**src/sv/qrs_pkg.sv**
```systemverilog
// shared constants and payload types for the qrs pre-processing chain
`timescale 1ns / 1ps

package qrs_pkg;

   localparam int BANDPASSED_BITS = 14;
   localparam int SLOPE_BITS      = 13;
   localparam int ENERGY_BITS     = 24;

   localparam int LP_TAP      = 6;
   localparam int LP_SPAN     = 12;
   localparam int LP_GAIN     = 6;
   localparam int LP_SHIFT    = 5;
   localparam int HP_SPAN     = 32;
   localparam int HP_DELAY    = 15;
   localparam int HP_SHIFT    = 5;
   localparam int SLOPE_DEPTH = 4;
   localparam int SLOPE_SHIFT = 3;

   localparam int IN_QUEUE_DEPTH  = 4;
   localparam int OUT_QUEUE_DEPTH = 4;

   typedef struct packed {
      logic signed [BANDPASSED_BITS-1:0] bandpassed;
      logic signed [SLOPE_BITS-1:0]      slope;
   } shape_type;

   typedef struct packed {
      shape_type               shape;
      logic [ENERGY_BITS-1:0] energy;
   } result_type;

endpackage

```
**src/sv/qrs_fifo.sv**
```systemverilog
// small first-in first-out queue used at the input and result sides
`timescale 1ns / 1ps

module qrs_fifo #(
   parameter int WIDTH = 12,
   parameter int DEPTH = 4
) (
   input  logic             clock,
   input  logic             reset,
   input  logic             push,
   output logic             full,
   input  logic [WIDTH-1:0] wr_data,
   input  logic             pop,
   output logic             empty,
   output logic [WIDTH-1:0] rd_data
);

   localparam int IDX_W = (DEPTH > 1) ? $clog2(DEPTH) : 1;
   localparam int CNT_W = $clog2(DEPTH + 1);
   localparam logic [IDX_W-1:0] IDX_LAST = IDX_W'(DEPTH - 1);
   localparam logic [CNT_W-1:0] CNT_FULL = CNT_W'(DEPTH);

   logic [WIDTH-1:0] store_ff [DEPTH];
   logic [IDX_W-1:0] wr_ptr_ff, wr_ptr_in;
   logic [IDX_W-1:0] rd_ptr_ff, rd_ptr_in;
   logic [CNT_W-1:0] count_ff, count_in;
   logic             do_push, do_pop;

   assign full    = (count_ff == CNT_FULL);
   assign empty   = (count_ff == '0);
   assign do_push = push && !full;
   assign do_pop  = pop && !empty;
   assign rd_data = store_ff[rd_ptr_ff];

   always_comb begin
      wr_ptr_in = wr_ptr_ff;
      rd_ptr_in = rd_ptr_ff;
      count_in  = count_ff;
      if (do_push) begin
         wr_ptr_in = (wr_ptr_ff == IDX_LAST) ? '0 : wr_ptr_ff + 1'b1;
      end
      if (do_pop) begin
         rd_ptr_in = (rd_ptr_ff == IDX_LAST) ? '0 : rd_ptr_ff + 1'b1;
      end
      case ({do_push, do_pop})
         2'b10:   count_in = count_ff + 1'b1;
         2'b01:   count_in = count_ff - 1'b1;
         default: count_in = count_ff;
      endcase
   end

   always_ff @(posedge clock) begin
      if (reset) begin
         wr_ptr_ff <= '0;
         rd_ptr_ff <= '0;
         count_ff  <= '0;
      end else begin
         wr_ptr_ff <= wr_ptr_in;
         rd_ptr_ff <= rd_ptr_in;
         count_ff  <= count_in;
      end
   end

   always_ff @(posedge clock) begin
      if (do_push) begin
         store_ff[wr_ptr_ff] <= wr_data;
      end
   end

`ifndef SYNTHESIS
   a_count_bound: assert property (@(posedge clock) disable iff (reset)
      count_ff <= CNT_FULL)
      else $error("queue fill count beyond depth");
`endif

endmodule

```
**src/sv/qrs_filter.sv**
```systemverilog
// filter pipeline: low-pass, high-pass, derivative, squaring and window sum
`timescale 1ns / 1ps

module qrs_filter #(
   parameter int SAMPLE_BITS   = 12,
   parameter int WINDOW_LENGTH = 32
) (
   input  logic                           clock,
   input  logic                           reset,
   input  logic                           advance,
   input  logic                           in_valid,
   input  logic signed [SAMPLE_BITS-1:0]  in_sample,
   output logic                           out_valid,
   output qrs_pkg::shape_type             out_shape,
   output logic [2*(SAMPLE_BITS+2)-1+$clog2(WINDOW_LENGTH)-1:0] out_sum
);

   localparam int LPY_W  = SAMPLE_BITS + qrs_pkg::LP_GAIN;
   localparam int LPO_W  = LPY_W - qrs_pkg::LP_SHIFT;
   localparam int HSUM_W = LPO_W + $clog2(qrs_pkg::HP_SPAN);
   localparam int HP_W   = LPO_W + 1;
   localparam int DER_W  = HP_W + qrs_pkg::SLOPE_SHIFT;
   localparam int SQ_W   = 2 * HP_W - 1;
   localparam int PTR_W  = $clog2(WINDOW_LENGTH);
   localparam int SUM_W  = SQ_W + PTR_W;
   localparam logic [PTR_W-1:0] PTR_LAST = PTR_W'(WINDOW_LENGTH - 1);

   // low-pass stage
   logic signed [SAMPLE_BITS-1:0] xd_ff [qrs_pkg::LP_SPAN];
   logic signed [LPY_W-1:0]       y1_ff, y2_ff;
   logic signed [LPY_W-1:0]       lp_y_in, lp_scaled;
   logic signed [LPO_W-1:0]       s1_lp_ff;
   logic                          s1_valid_ff;

   // high-pass stage
   logic signed [LPO_W-1:0]  dl_ff [qrs_pkg::HP_SPAN];
   logic signed [HSUM_W-1:0] hsum_ff, hsum_in, hsum_scaled;
   logic signed [HP_W-1:0]   hp_in;
   logic signed [HP_W-1:0]   s2_hp_ff;
   logic                     s2_valid_ff;

   // derivative stage
   logic signed [HP_W-1:0]  sh_ff [qrs_pkg::SLOPE_DEPTH];
   logic signed [DER_W-1:0] der_raw, der_scaled;
   logic signed [HP_W-1:0]  s3_hp_ff, s3_d_ff;
   logic                    s3_valid_ff;

   // squaring stage
   logic signed [2*HP_W-1:0] product;
   logic signed [HP_W-1:0]   s4_hp_ff, s4_d_ff;
   logic [SQ_W-1:0]          s4_sq_ff;
   logic                     s4_valid_ff;

   // window stage
   logic [SQ_W-1:0]  window_mem [WINDOW_LENGTH];
   logic [SQ_W-1:0]  rd_ff, oldest;
   logic [PTR_W-1:0] ptr_ff, ptr_step, ptr_ahead;
   logic             filled_ff;
   logic [SUM_W-1:0] wsum_ff, wsum_in;
   qrs_pkg::shape_type s5_shape_ff;
   logic             s5_valid_ff;
   logic             take1, take2, take3, take4, take5;

   assign take1 = advance && in_valid;
   assign take2 = advance && s1_valid_ff;
   assign take3 = advance && s2_valid_ff;
   assign take4 = advance && s3_valid_ff;
   assign take5 = advance && s4_valid_ff;

   // low-pass recursion, exact modulo the register width
   assign lp_y_in = (y1_ff <<< 1) - y2_ff + LPY_W'(in_sample)
                    - (LPY_W'(xd_ff[qrs_pkg::LP_TAP-1]) <<< 1)
                    + LPY_W'(xd_ff[qrs_pkg::LP_SPAN-1]);
   assign lp_scaled = lp_y_in >>> qrs_pkg::LP_SHIFT;

   always_ff @(posedge clock) begin
      if (reset) begin
         y1_ff <= '0;
         y2_ff <= '0;
         for (int k = 0; k < qrs_pkg::LP_SPAN; k++) begin
            xd_ff[k] <= '0;
         end
         s1_valid_ff <= 1'b0;
      end else begin
         if (take1) begin
            y1_ff    <= lp_y_in;
            y2_ff    <= y1_ff;
            xd_ff[0] <= in_sample;
            for (int k = 1; k < qrs_pkg::LP_SPAN; k++) begin
               xd_ff[k] <= xd_ff[k-1];
            end
         end
         if (advance) begin
            s1_valid_ff <= in_valid;
         end
      end
   end

   always_ff @(posedge clock) begin
      if (advance) begin
         s1_lp_ff <= lp_scaled[LPO_W-1:0];
      end
   end

   // high-pass: delayed sample minus scaled running sum
   assign hsum_in     = hsum_ff + HSUM_W'(s1_lp_ff) - HSUM_W'(dl_ff[qrs_pkg::HP_SPAN-1]);
   assign hsum_scaled = hsum_in >>> qrs_pkg::HP_SHIFT;
   assign hp_in       = HP_W'(dl_ff[qrs_pkg::HP_DELAY-1])
                        - HP_W'($signed(hsum_scaled[LPO_W-1:0]));

   always_ff @(posedge clock) begin
      if (reset) begin
         hsum_ff <= '0;
         for (int k = 0; k < qrs_pkg::HP_SPAN; k++) begin
            dl_ff[k] <= '0;
         end
         s2_valid_ff <= 1'b0;
      end else begin
         if (take2) begin
            hsum_ff  <= hsum_in;
            dl_ff[0] <= s1_lp_ff;
            for (int k = 1; k < qrs_pkg::HP_SPAN; k++) begin
               dl_ff[k] <= dl_ff[k-1];
            end
         end
         if (advance) begin
            s2_valid_ff <= s1_valid_ff;
         end
      end
   end

   always_ff @(posedge clock) begin
      if (advance) begin
         s2_hp_ff <= hp_in;
      end
   end

   // five-point derivative
   assign der_raw = (DER_W'(s2_hp_ff) <<< 1) + DER_W'(sh_ff[0]) - DER_W'(sh_ff[2])
                    - (DER_W'(sh_ff[3]) <<< 1);
   assign der_scaled = der_raw >>> qrs_pkg::SLOPE_SHIFT;

   always_ff @(posedge clock) begin
      if (reset) begin
         for (int k = 0; k < qrs_pkg::SLOPE_DEPTH; k++) begin
            sh_ff[k] <= '0;
         end
         s3_valid_ff <= 1'b0;
      end else begin
         if (take3) begin
            sh_ff[0] <= s2_hp_ff;
            for (int k = 1; k < qrs_pkg::SLOPE_DEPTH; k++) begin
               sh_ff[k] <= sh_ff[k-1];
            end
         end
         if (advance) begin
            s3_valid_ff <= s2_valid_ff;
         end
      end
   end

   always_ff @(posedge clock) begin
      if (advance) begin
         s3_hp_ff <= s2_hp_ff;
         s3_d_ff  <= der_scaled[HP_W-1:0];
      end
   end

   // squaring
   assign product = s3_d_ff * s3_d_ff;

   always_ff @(posedge clock) begin
      if (reset) begin
         s4_valid_ff <= 1'b0;
      end else if (advance) begin
         s4_valid_ff <= s3_valid_ff;
      end
   end

   always_ff @(posedge clock) begin
      if (advance) begin
         s4_hp_ff <= s3_hp_ff;
         s4_d_ff  <= s3_d_ff;
         s4_sq_ff <= product[SQ_W-1:0];
      end
   end

   // moving window; next oldest entry is read one item ahead
   assign ptr_step  = (ptr_ff == PTR_LAST) ? '0 : ptr_ff + 1'b1;
   assign ptr_ahead = (ptr_step == PTR_LAST) ? '0 : ptr_step + 1'b1;
   assign oldest    = filled_ff ? rd_ff : '0;
   assign wsum_in   = wsum_ff - SUM_W'(oldest) + SUM_W'(s4_sq_ff);

   always_ff @(posedge clock) begin
      if (reset) begin
         ptr_ff      <= '0;
         filled_ff   <= 1'b0;
         wsum_ff     <= '0;
         s5_valid_ff <= 1'b0;
      end else begin
         if (take5) begin
            ptr_ff  <= ptr_step;
            wsum_ff <= wsum_in;
            if (ptr_step == '0) begin
               filled_ff <= 1'b1;
            end
         end
         if (advance) begin
            s5_valid_ff <= s4_valid_ff;
         end
      end
   end

   always_ff @(posedge clock) begin
      if (take5) begin
         window_mem[ptr_step] <= s4_sq_ff;
         rd_ff                <= window_mem[ptr_ahead];
      end
   end

   always_ff @(posedge clock) begin
      if (advance) begin
         s5_shape_ff.bandpassed <= qrs_pkg::BANDPASSED_BITS'(s4_hp_ff);
         s5_shape_ff.slope      <= qrs_pkg::SLOPE_BITS'(s4_d_ff);
      end
   end

   assign out_valid = s5_valid_ff;
   assign out_shape = s5_shape_ff;
   assign out_sum   = wsum_ff;

`ifndef SYNTHESIS
   a_ptr_range: assert property (@(posedge clock) disable iff (reset)
      ptr_ff <= PTR_LAST)
      else $error("window pointer out of range");
   a_fill_wrap: assert property (@(posedge clock) disable iff (reset)
      $rose(filled_ff) |-> ptr_ff == '0)
      else $error("window marked full away from wrap");
   a_stall_hold: assert property (@(posedge clock) disable iff (reset)
      !advance |=> $stable(wsum_ff) && $stable(ptr_ff) && $stable(y1_ff))
      else $error("filter state moved during stall");
`endif

endmodule

```
**src/sv/qrs_divider.sv**
```systemverilog
// division of the window sum by the window length, two stages
`timescale 1ns / 1ps

module qrs_divider #(
   parameter int DIVISOR = 32,
   parameter int SUM_W   = 32
) (
   input  logic                                clock,
   input  logic                                reset,
   input  logic                                advance,
   input  logic                                in_valid,
   input  qrs_pkg::shape_type                  in_shape,
   input  logic [SUM_W-1:0]                    in_sum,
   output logic                                out_valid,
   output qrs_pkg::result_type                 out_result
);

   localparam int SHIFT_W = $clog2(DIVISOR);
   localparam bit POW2    = ((1 << SHIFT_W) == DIVISOR);

   logic                            valid_a_ff, valid_b_ff;
   qrs_pkg::shape_type              shape_a_ff, shape_b_ff;
   logic [qrs_pkg::ENERGY_BITS-1:0] quo_in, quo_ff;

   always_ff @(posedge clock) begin
      if (reset) begin
         valid_a_ff <= 1'b0;
         valid_b_ff <= 1'b0;
      end else if (advance) begin
         valid_a_ff <= in_valid;
         valid_b_ff <= valid_a_ff;
      end
   end

   always_ff @(posedge clock) begin
      if (advance) begin
         shape_a_ff <= in_shape;
         shape_b_ff <= shape_a_ff;
         quo_ff     <= quo_in;
      end
   end

   if (POW2) begin : g_shift
      logic [SUM_W-1:0] sum_ff;
      logic [SUM_W-1:0] sum_scaled;

      always_ff @(posedge clock) begin
         if (advance) begin
            sum_ff <= in_sum;
         end
      end

      assign sum_scaled = sum_ff >> SHIFT_W;
      assign quo_in     = qrs_pkg::ENERGY_BITS'(sum_scaled);
   end else begin : g_recip
      // reciprocal rounded up, exact for every sum of SUM_W bits
      localparam int RECIP_SHIFT = SUM_W + SHIFT_W;
      localparam int RECIP_W     = SUM_W + 1;
      localparam int LO_W        = (RECIP_W + 1) / 2;
      localparam int HI_W        = RECIP_W - LO_W;
      localparam int PROD_W      = SUM_W + RECIP_W;
      localparam longint unsigned RECIP =
         ((64'd1 << RECIP_SHIFT) + 64'(DIVISOR) - 64'd1) / 64'(DIVISOR);
      localparam logic [LO_W-1:0] RECIP_LO = RECIP[LO_W-1:0];
      localparam logic [HI_W-1:0] RECIP_HI = RECIP[RECIP_W-1:LO_W];

      logic [SUM_W+LO_W-1:0] lo_ff;
      logic [SUM_W+HI_W-1:0] hi_ff;
      logic [PROD_W-1:0]     product, product_scaled;

      // split product, summed in the second stage
      always_ff @(posedge clock) begin
         if (advance) begin
            lo_ff <= (SUM_W + LO_W)'(in_sum) * (SUM_W + LO_W)'(RECIP_LO);
            hi_ff <= (SUM_W + HI_W)'(in_sum) * (SUM_W + HI_W)'(RECIP_HI);
         end
      end

      assign product        = (PROD_W'(hi_ff) << LO_W) + PROD_W'(lo_ff);
      assign product_scaled = product >> RECIP_SHIFT;
      assign quo_in         = qrs_pkg::ENERGY_BITS'(product_scaled);
   end

   assign out_valid  = valid_b_ff;
   assign out_result = '{shape: shape_b_ff, energy: quo_ff};

endmodule

```
**src/sv/qrs_preprocessing_filter_chain_top.sv**
```systemverilog
// top level of the qrs pre-processing filter chain
`timescale 1ns / 1ps

// Takes one signed ECG sample per transfer and returns one result per sample, in order:
// the band-passed value, its five-point slope and the moving-window energy. Throughput is
// one sample per clock while the result queue does not stall the back end; the recursive
// low-pass, the high-pass running sum and the window sum each close their loop
// combinationally around their own state registers, and the window memory has one write
// and one read-ahead port, which sets that figure. A sample passes through the input
// queue, five filter stages, two stages for the division by the window length (a shift
// for a power of two, otherwise a split reciprocal product) and the result queue. A
// four-entry queue on each side lets input and result sides stall independently. All
// filter history is zero after reset; the window memory is not swept, a fill flag masks
// its entries until the pointer first wraps, so samples are taken straight after reset.

module qrs_preprocessing_filter_chain_top #(
   parameter int SAMPLE_BITS   = 12,
   parameter int WINDOW_LENGTH = 32
) (
   input  logic                                        clock,
   input  logic                                        reset,
   input  logic                                        push,
   output logic                                        full,
   input  logic signed [SAMPLE_BITS-1:0]               req_sample,
   output logic                                        empty,
   input  logic                                        pop,
   output logic signed [qrs_pkg::BANDPASSED_BITS-1:0]  rsp_bandpassed,
   output logic signed [qrs_pkg::SLOPE_BITS-1:0]       rsp_slope,
   output logic [qrs_pkg::ENERGY_BITS-1:0]             rsp_energy
);

   localparam int SUM_W = 2 * (SAMPLE_BITS + 2) - 1 + $clog2(WINDOW_LENGTH);
   localparam int RESULT_W = $bits(qrs_pkg::result_type);

   logic [SAMPLE_BITS-1:0] in_word;
   logic                   in_empty, in_pop;
   logic                   advance;
   logic                   filt_valid;
   qrs_pkg::shape_type     filt_shape;
   logic [SUM_W-1:0]       filt_sum;
   logic                   div_valid;
   qrs_pkg::result_type    div_result;
   logic                   out_push, out_full;
   qrs_pkg::result_type    out_word;

   // back end stalls only when a finished result cannot enter the result queue
   assign advance  = !(div_valid && out_full);
   assign in_pop   = advance && !in_empty;
   assign out_push = advance && div_valid;

   qrs_fifo #(
      .WIDTH (SAMPLE_BITS),
      .DEPTH (qrs_pkg::IN_QUEUE_DEPTH)
   ) u_in_queue (
      .clock   (clock),
      .reset   (reset),
      .push    (push),
      .full    (full),
      .wr_data (req_sample),
      .pop     (in_pop),
      .empty   (in_empty),
      .rd_data (in_word)
   );

   qrs_filter #(
      .SAMPLE_BITS   (SAMPLE_BITS),
      .WINDOW_LENGTH (WINDOW_LENGTH)
   ) u_filter (
      .clock     (clock),
      .reset     (reset),
      .advance   (advance),
      .in_valid  (!in_empty),
      .in_sample ($signed(in_word)),
      .out_valid (filt_valid),
      .out_shape (filt_shape),
      .out_sum   (filt_sum)
   );

   qrs_divider #(
      .DIVISOR (WINDOW_LENGTH),
      .SUM_W   (SUM_W)
   ) u_divider (
      .clock      (clock),
      .reset      (reset),
      .advance    (advance),
      .in_valid   (filt_valid),
      .in_shape   (filt_shape),
      .in_sum     (filt_sum),
      .out_valid  (div_valid),
      .out_result (div_result)
   );

   qrs_fifo #(
      .WIDTH (RESULT_W),
      .DEPTH (qrs_pkg::OUT_QUEUE_DEPTH)
   ) u_out_queue (
      .clock   (clock),
      .reset   (reset),
      .push    (out_push),
      .full    (out_full),
      .wr_data (div_result),
      .pop     (pop),
      .empty   (empty),
      .rd_data (out_word)
   );

   assign rsp_bandpassed = out_word.shape.bandpassed;
   assign rsp_slope      = out_word.shape.slope;
   assign rsp_energy     = out_word.energy;

`ifndef SYNTHESIS
   a_no_overrun: assert property (@(posedge clock) disable iff (reset)
      out_push |-> !out_full)
      else $error("result pushed into full result queue");
`endif

endmodule
```
**config.mk**
```make
export PLATFORM = sky130hd
export DESIGN_NAME = qrs_preprocessing_filter_chain_top
export DESIGN_NICKNAME = d
export VERILOG_FILES = /design/src/sv/qrs_pkg.sv /design/src/sv/qrs_fifo.sv /design/src/sv/qrs_filter.sv /design/src/sv/qrs_divider.sv /design/src/sv/qrs_preprocessing_filter_chain_top.sv
export SDC_FILE = /design/constraint.sdc
export NUM_CORES = 2
export LEC_CHECK = 0
export ABC_CLOCK_PERIOD_IN_PS = 17600
export BUFFER_PORTS_ARGS = -buffer_cell sky130_fd_sc_hd__buf_2
export CELL_PAD_IN_SITES_DETAIL_PLACEMENT = 1
export CELL_PAD_IN_SITES_GLOBAL_PLACEMENT = 1
export CORE_ASPECT_RATIO = 0.8
export CORE_MARGIN = 5
export CORE_UTILIZATION = 45
export CTS_CLUSTER_SIZE = 12
export DETAILED_ROUTE_END_ITERATION = 8
export HOLD_SLACK_MARGIN = 0.08
export PLACE_DENSITY_LB_ADDON = 0.1
export REMOVE_ABC_BUFFERS = 1
export SYNTH_ARGS = -nofsm -noshare
export SYNTH_HDL_FRONTEND = slang
export SYNTH_HIERARCHICAL = 1
export SYNTH_SLANG_ARGS = --single-unit
```
**constraint.sdc**
```tcl
create_clock -name clock -period 17.6 [get_ports clock]
set_input_delay 0.88 -clock clock [delete_from_list [all_inputs] [get_ports clock]]
set_output_delay 0.88 -clock clock [all_outputs]
set_load 0.05 [all_outputs]
```
# ---- Yosys cells after proc, flatten, opt, wreduce, memory -nomap -nowiden
# Memories as Yosys holds them, arrays and structs flattened. A register that Yosys moved wholly into a read port is not among the register bits.
# Index checks and enable logic that the tools add are counted.
dict set report op_classes {
  n_addsub 22
  n_mul 1
  n_eq_ne 12
  n_mux 78
  bitwise_logic 48
  n_reduce_logical 21
}
# cell count
set ops {}
lappend ops {{$mux 13} 32}
lappend ops {{$mux 12} 12}
lappend ops {{$mux 14} 4}
lappend ops {{$or 1x1->1} 48}
lappend ops {{$add 18x12->18} 2}
lappend ops {{$sub 18x13->18} 2}
lappend ops {{$add 32x27->32} 1}
lappend ops {{$sub 32x27->32} 1}
lappend ops {{$mul 14x14->27} 1}
lappend ops {{$mux 27} 1}
lappend ops {{$add 18x13->18} 1}
lappend ops {{$sub 18x18->18} 1}
lappend ops {{$mux 1} 17}
lappend ops {{$sub 16x14->17} 1}
lappend ops {{$sub 17x15->17} 1}
lappend ops {{$add 15x14->16} 1}
lappend ops {{$mux 2} 8}
lappend ops {{$sub 13x13->14} 1}
lappend ops {{$eq 2x2->1 const B} 6}
lappend ops {{$pmux 3 s2} 2}
lappend ops {{$add 5x1->5 const B} 2}
lappend ops {{$eq 5x5->1 const B} 2}
lappend ops {{$logic_and 1x1->1} 10}
lappend ops {{$mux 5} 2}
lappend ops {{10 further kinds} 23}
dict set report totals {
  ff_bits 356
  ram_bits 1732
  word_cells 222
  mem_count 6
}
# memory depth word_bits read_ports rd_ports_with_merged_regs wr line
set mem_list {}
lappend mem_list {u_filter.window_mem 32 27 1 1 1 qrs_filter.sv:55} ;# logic [SQ_W-1:0] window_mem [WINDOW_LENGTH];
lappend mem_list {u_filter.dl_ff 32 13 32 0 32 qrs_filter.sv:36} ;# logic signed [LPO_W-1:0] dl_ff [qrs_pkg::HP_SPAN];
lappend mem_list {u_out_queue.store_ff 4 51 1 1 1 qrs_fifo.sv:23} ;# logic [WIDTH-1:0] store_ff [DEPTH];
lappend mem_list {u_filter.xd_ff 12 12 12 0 12 qrs_filter.sv:29} ;# logic signed [SAMPLE_BITS-1:0] xd_ff [qrs_pkg::LP_SPAN];
lappend mem_list {u_filter.sh_ff 4 14 4 0 4 qrs_filter.sv:43} ;# logic signed [HP_W-1:0] sh_ff [qrs_pkg::SLOPE_DEPTH];
lappend mem_list {u_in_queue.store_ff 4 12 1 1 1 qrs_fifo.sv:23}

# ---- Logic depth before layout (Yosys ltp)
dict set report logic_depth {
  ltp_word 8
  depth_mapped 27
}

# ---- Cells and area by module
# Netlist, hierarchy kept.
# mod instances cells_each area_each_um2 seq_area_each_um2
set by_module_without_submodules {}
lappend by_module_without_submodules {qrs_filter 1 4771 76677.3 50228.2}
lappend by_module_without_submodules {{qrs_fifo at u_out_queue} 1 321 7837.5 6306.0}
lappend by_module_without_submodules {qrs_divider 1 108 3130.5 3103.0}
lappend by_module_without_submodules {{qrs_fifo at u_in_queue} 1 116 2220.9 1621.6}
lappend by_module_without_submodules {qrs_preprocessing_filter_chain_top 1 4 21.3 0.0}

# ---- Least setup slack after synthesis
# Ideal clock, no wire load.
dict set report synth_timing {
  path_type {reg-to-reg}
  from {reg u_out_queue.count_ff[0]}
  to {reg u_filter.hsum_ff[4]}
  setup_ns 0.660
  arrival_ns 18.686
  t_required_ns 16.940
  setup_slack_ns -1.746
  path_stages_with_launch 10
  n_path_buf 3
  path_cell_list {dfxtp_1 or3b_1 buf_6 inv_1 nand2_1 clkbuf_1 a21oi_1 clkinv_1 buf_1 o32ai_1}
}
dict set report synth_via {
  elab_chain_len 4
}
# item line
set synth_rtl {}
lappend synth_rtl {{start: declaration} qrs_fifo.sv:26} ;# logic [CNT_W-1:0] count_ff, count_in;
lappend synth_rtl {{start signal: assignment} qrs_fifo.sv:60} ;# count_ff <= count_in;
lappend synth_rtl {{$eq 3x3->1} qrs_fifo.sv:29} ;# assign full = (count_ff == CNT_FULL);
lappend synth_rtl {{net out_full} qrs_preprocessing_filter_chain_top.sv:43} ;# logic out_push, out_full;
lappend synth_rtl {{$logic_and 1x1->1} qrs_preprocessing_filter_chain_top.sv:47} ;# assign advance = !(div_valid && out_full);
lappend synth_rtl {{$logic_not 1->1} qrs_preprocessing_filter_chain_top.sv:47}
lappend synth_rtl {{net advance} qrs_preprocessing_filter_chain_top.sv:37} ;# logic advance;
lappend synth_rtl {{$logic_and 1x1->1} qrs_filter.sv:65} ;# assign take2 = advance && s1_valid_ff;
lappend synth_rtl {{end signal: assignment} qrs_filter.sv:120} ;# hsum_ff <= hsum_in;
lappend synth_rtl {{end: declaration} qrs_filter.sv:37} ;# logic signed [HSUM_W-1:0] hsum_ff, hsum_in, hsum_scaled;
# The timed path passes the listed nets, and every way through them passes these cells.
# A chain may end at the register's enable or synchronous reset.

# ---- Final worst setup path
dict set report layout_timing {
  from {reg u_filter.s3_d_ff[4]}
  to {reg u_filter.s4_sq_ff[25], data pin}
}
dict set report layout_via {
  elab_chain_len 1
}
# item line
set layout_rtl {}
lappend layout_rtl {{start: declaration} qrs_filter.sv:45} ;# logic signed [HP_W-1:0] s3_hp_ff, s3_d_ff;
lappend layout_rtl {{start signal: assignment} qrs_filter.sv:165} ;# s3_d_ff <= der_scaled[HP_W-1:0];
lappend layout_rtl {{$mul 14x14->27} qrs_filter.sv:170} ;# assign product = s3_d_ff * s3_d_ff;
lappend layout_rtl {{net u_filter.product[25]} qrs_filter.sv:49} ;# logic signed [2*HP_W-1:0] product;
lappend layout_rtl {{end signal: assignment} qrs_filter.sv:184} ;# s4_sq_ff <= product[SQ_W-1:0];
lappend layout_rtl {{end: declaration} qrs_filter.sv:51} ;# logic [SQ_W-1:0] s4_sq_ff;
# The timed path passes the listed nets, and every way through them passes these cells.

==> run metrics <==
run status completed; Clock Latency Late Sink 0.84 ns; final setup margin 10.37 ns; Layout area overhead 11.3%; Synth Area per Inst 16.9 um^2; critical path class register to register; reg-to-reg slack, setup 10.37 ns; Initial Utilization 45.3%; Fmax 138 MHz; CTS Hold Buffers Added 0; H-tree depth 4; RSZ-0062 raised after global routing no; core area 198,000 um^2; DRT Wirelength 203,000 um; Syn Inst Count 5,290; worst r2r path cells 23; DP HPWL 123,000 um; max-cap check violation count 0; CTS Buffer Depth 3; Resize count post-CTS 0; max-slew violation count 0; standard-cell rows 146; WP data required 18.17 ns; die height 409 um; clock slew at reported path FFs 0.06 ns; M1 WL 100,000 um; final setup vio count 0; Routed Antenna Nets 0; final setup TNS 0 ns; Setup crit end kind register; Worst Hold Launch req_sample[10]; first-pass GRT wire length 305,000 um; CP arrival 7.80 ns; DR WL/cell 24.5 um; vias in the first global route 46,499; First DRT Iteration DRCs 3,936; via count 44,336; Total GRT Usage 19.6%; Hold Path Stages 1; Final Hold Fails 0; skew final 0.0431 ns; largest net degree at the start of global routing 151; die width 509 um; nets@finish 5,937; startpoint types register; IO buf count 68; Reg-to-Reg End u_filter/s4_sq_ff[25]; worst-path fanout max 17; I/O pins 69; metal2 WL 87,100 um; total gr overflow 0; minimum clock period 7.23 ns; storage element area 61,200 um^2; r2r startpoint u_filter/s3_d_ff[4]; initial antenna violation count 5; pre-CTS setup slack 10.29 ns; die area 208,000 um^2; sinks on the clock net 2,076; fillers 18,386; share of post-route cells with drive strength above 1 16.1%; area of the multi-input gates 25,900 um^2; fin crit share 41.1%; Yosys warnings 6; vias per inst 5.36; Hold Path Sink u_in_queue/store_ff[3][10]; CTS Buf Count 209; gpl congestion 0.780; Met3 Wirelength 12,400 um; CTS root buf clkbuf_16; Max Used Layer met4; Slew HR 11.8%; Remaining DRCs 0; CTS tree done; Syn Std Cell Area 89,600 um^2; Hold Path Class primary input to register; number of iterations in the first detailed-routing pass 5; Setup Buffers After CTS 0; pin slew with the least headroom to its limit 1.31 ns
==> metal layers <==
metal / track usage, % / vias up
li1: - / 19495
met1: 31.4 / 23520
met2: 28.2 / 1081
met3: 3.83 / 240
met4: 3.67 / 0
met5: 0 / -
==> critical path, cell delays in order, from the launching register on <==
cell	delay (ns)
edfxtp_1	0.66
nand2_1	0.24
inv_1	0.08
fa_1	0.54
inv_1	0.05
fa_1	0.47
inv_1	0.05
fa_1	0.48
fa_1	0.51
fa_1	0.49
inv_1	0.05
fa_1	0.49
inv_1	0.04
ha_1	0.34
a21oi_1	0.27
nor2_1	0.07
o21ai_0	0.21
o211ai_1	0.24
a2111oi_1	0.69
o21ai_0	0.31
a311oi_1	0.32
o21bai_1	0.12
a21oi_1	0.18
xnor2_1	0.08
==> cells in the final DEF (no fill, tap or decap), drive strengths merged, types with 4 or more instances in the layout <==
cell      instances
edfxtp         1962
inv             537
and2            439
mux4            323
clkbuf          299
fa              294
nor2b           234
ha              175
nand2           172
buf             150
nor2            130
a21oi           125
dfxtp           114
xnor2            88
or2              83
o21ai            65
nor3             48
clkinv           45
xor2             33
mux2             28
nand3            26
a21o             21
a22o             20
and3             18
o21bai           17
o22ai            14
o21a             13
nand2b           13
a211oi           12
or3              11
o31ai            10
a21boi            9
o211ai            9
a31oi             7
bufinv            5
mux2i             5
clkinvlp          4
or4               4
==> worst max-delay path by stage <==
stage	startpoint	endpoint	slack, ns	cells past startpoint
6_report	u_filter/s3_d_ff[4]	u_filter/s4_sq_ff[25]	10.37	23
5_1_grt	u_filter/s3_d_ff[4]	u_filter/s4_sq_ff[25]	9.72	23
4_1_cts	u_filter/s3_d_ff[4]	u_filter/s4_sq_ff[25]	10.31	23
3_5_place_dp	u_filter/s3_d_ff[4]	u_filter/s4_sq_ff[25]	10.29	23
3_3_place_gp	u_filter/s3_d_ff[4]	u_filter/s4_sq_ff[25]	10.34	23
2_1_floorplan	u_out_queue/count_ff[2]	u_filter/dl_ff[0][0]	0.11	5
==> per-stage QoR <==
| step | cell area (um^2) | util (%) | hold slack (ns) | cells |
|---|---|---|---|---|
| 3_3_place_gp | 93500 | 47.2 | 0.400 | 7905 |
| 5_1_grt | 99800 | 50.4 | 0.204 | 8266 |
| 6_report | 99800 | 50.4 | 0.271 | 8268 |
| 3_5_place_dp | 93500 | 47.2 | 0.406 | 7905 |
| 4_1_cts | 99800 | 50.4 | 0.192 | 8265 |
| 2_1_floorplan | 88800 | - | 0.400 | 5091 |
==> area by class of cell <==
cell class                 count  area share [%]
antenna                        3         0.00752
clock buffer                 299            5.75
clock inverter                61           0.589
inverter                     530            2.01
multi-input combinational   2485            26.0
sequential                  2076            61.3
tap                         2664            3.34
timing repair buffer         150           0.993
==> registers in the layout (all words and copies together) (netlist names), 29 cells and up, named ones only <==
name / cells
u_filter/xd_ff: 144
u_filter/sh_ff: 56
u_filter/out_sum: 29
u_filter/window_mem: 832
u_in_queue/store_ff: 48
u_filter/dl_ff: 416
u_out_queue/store_ff: 204
Power is not shown: default switching activity piles up to over one toggle a cycle in this logic, so the estimate is an artifact.
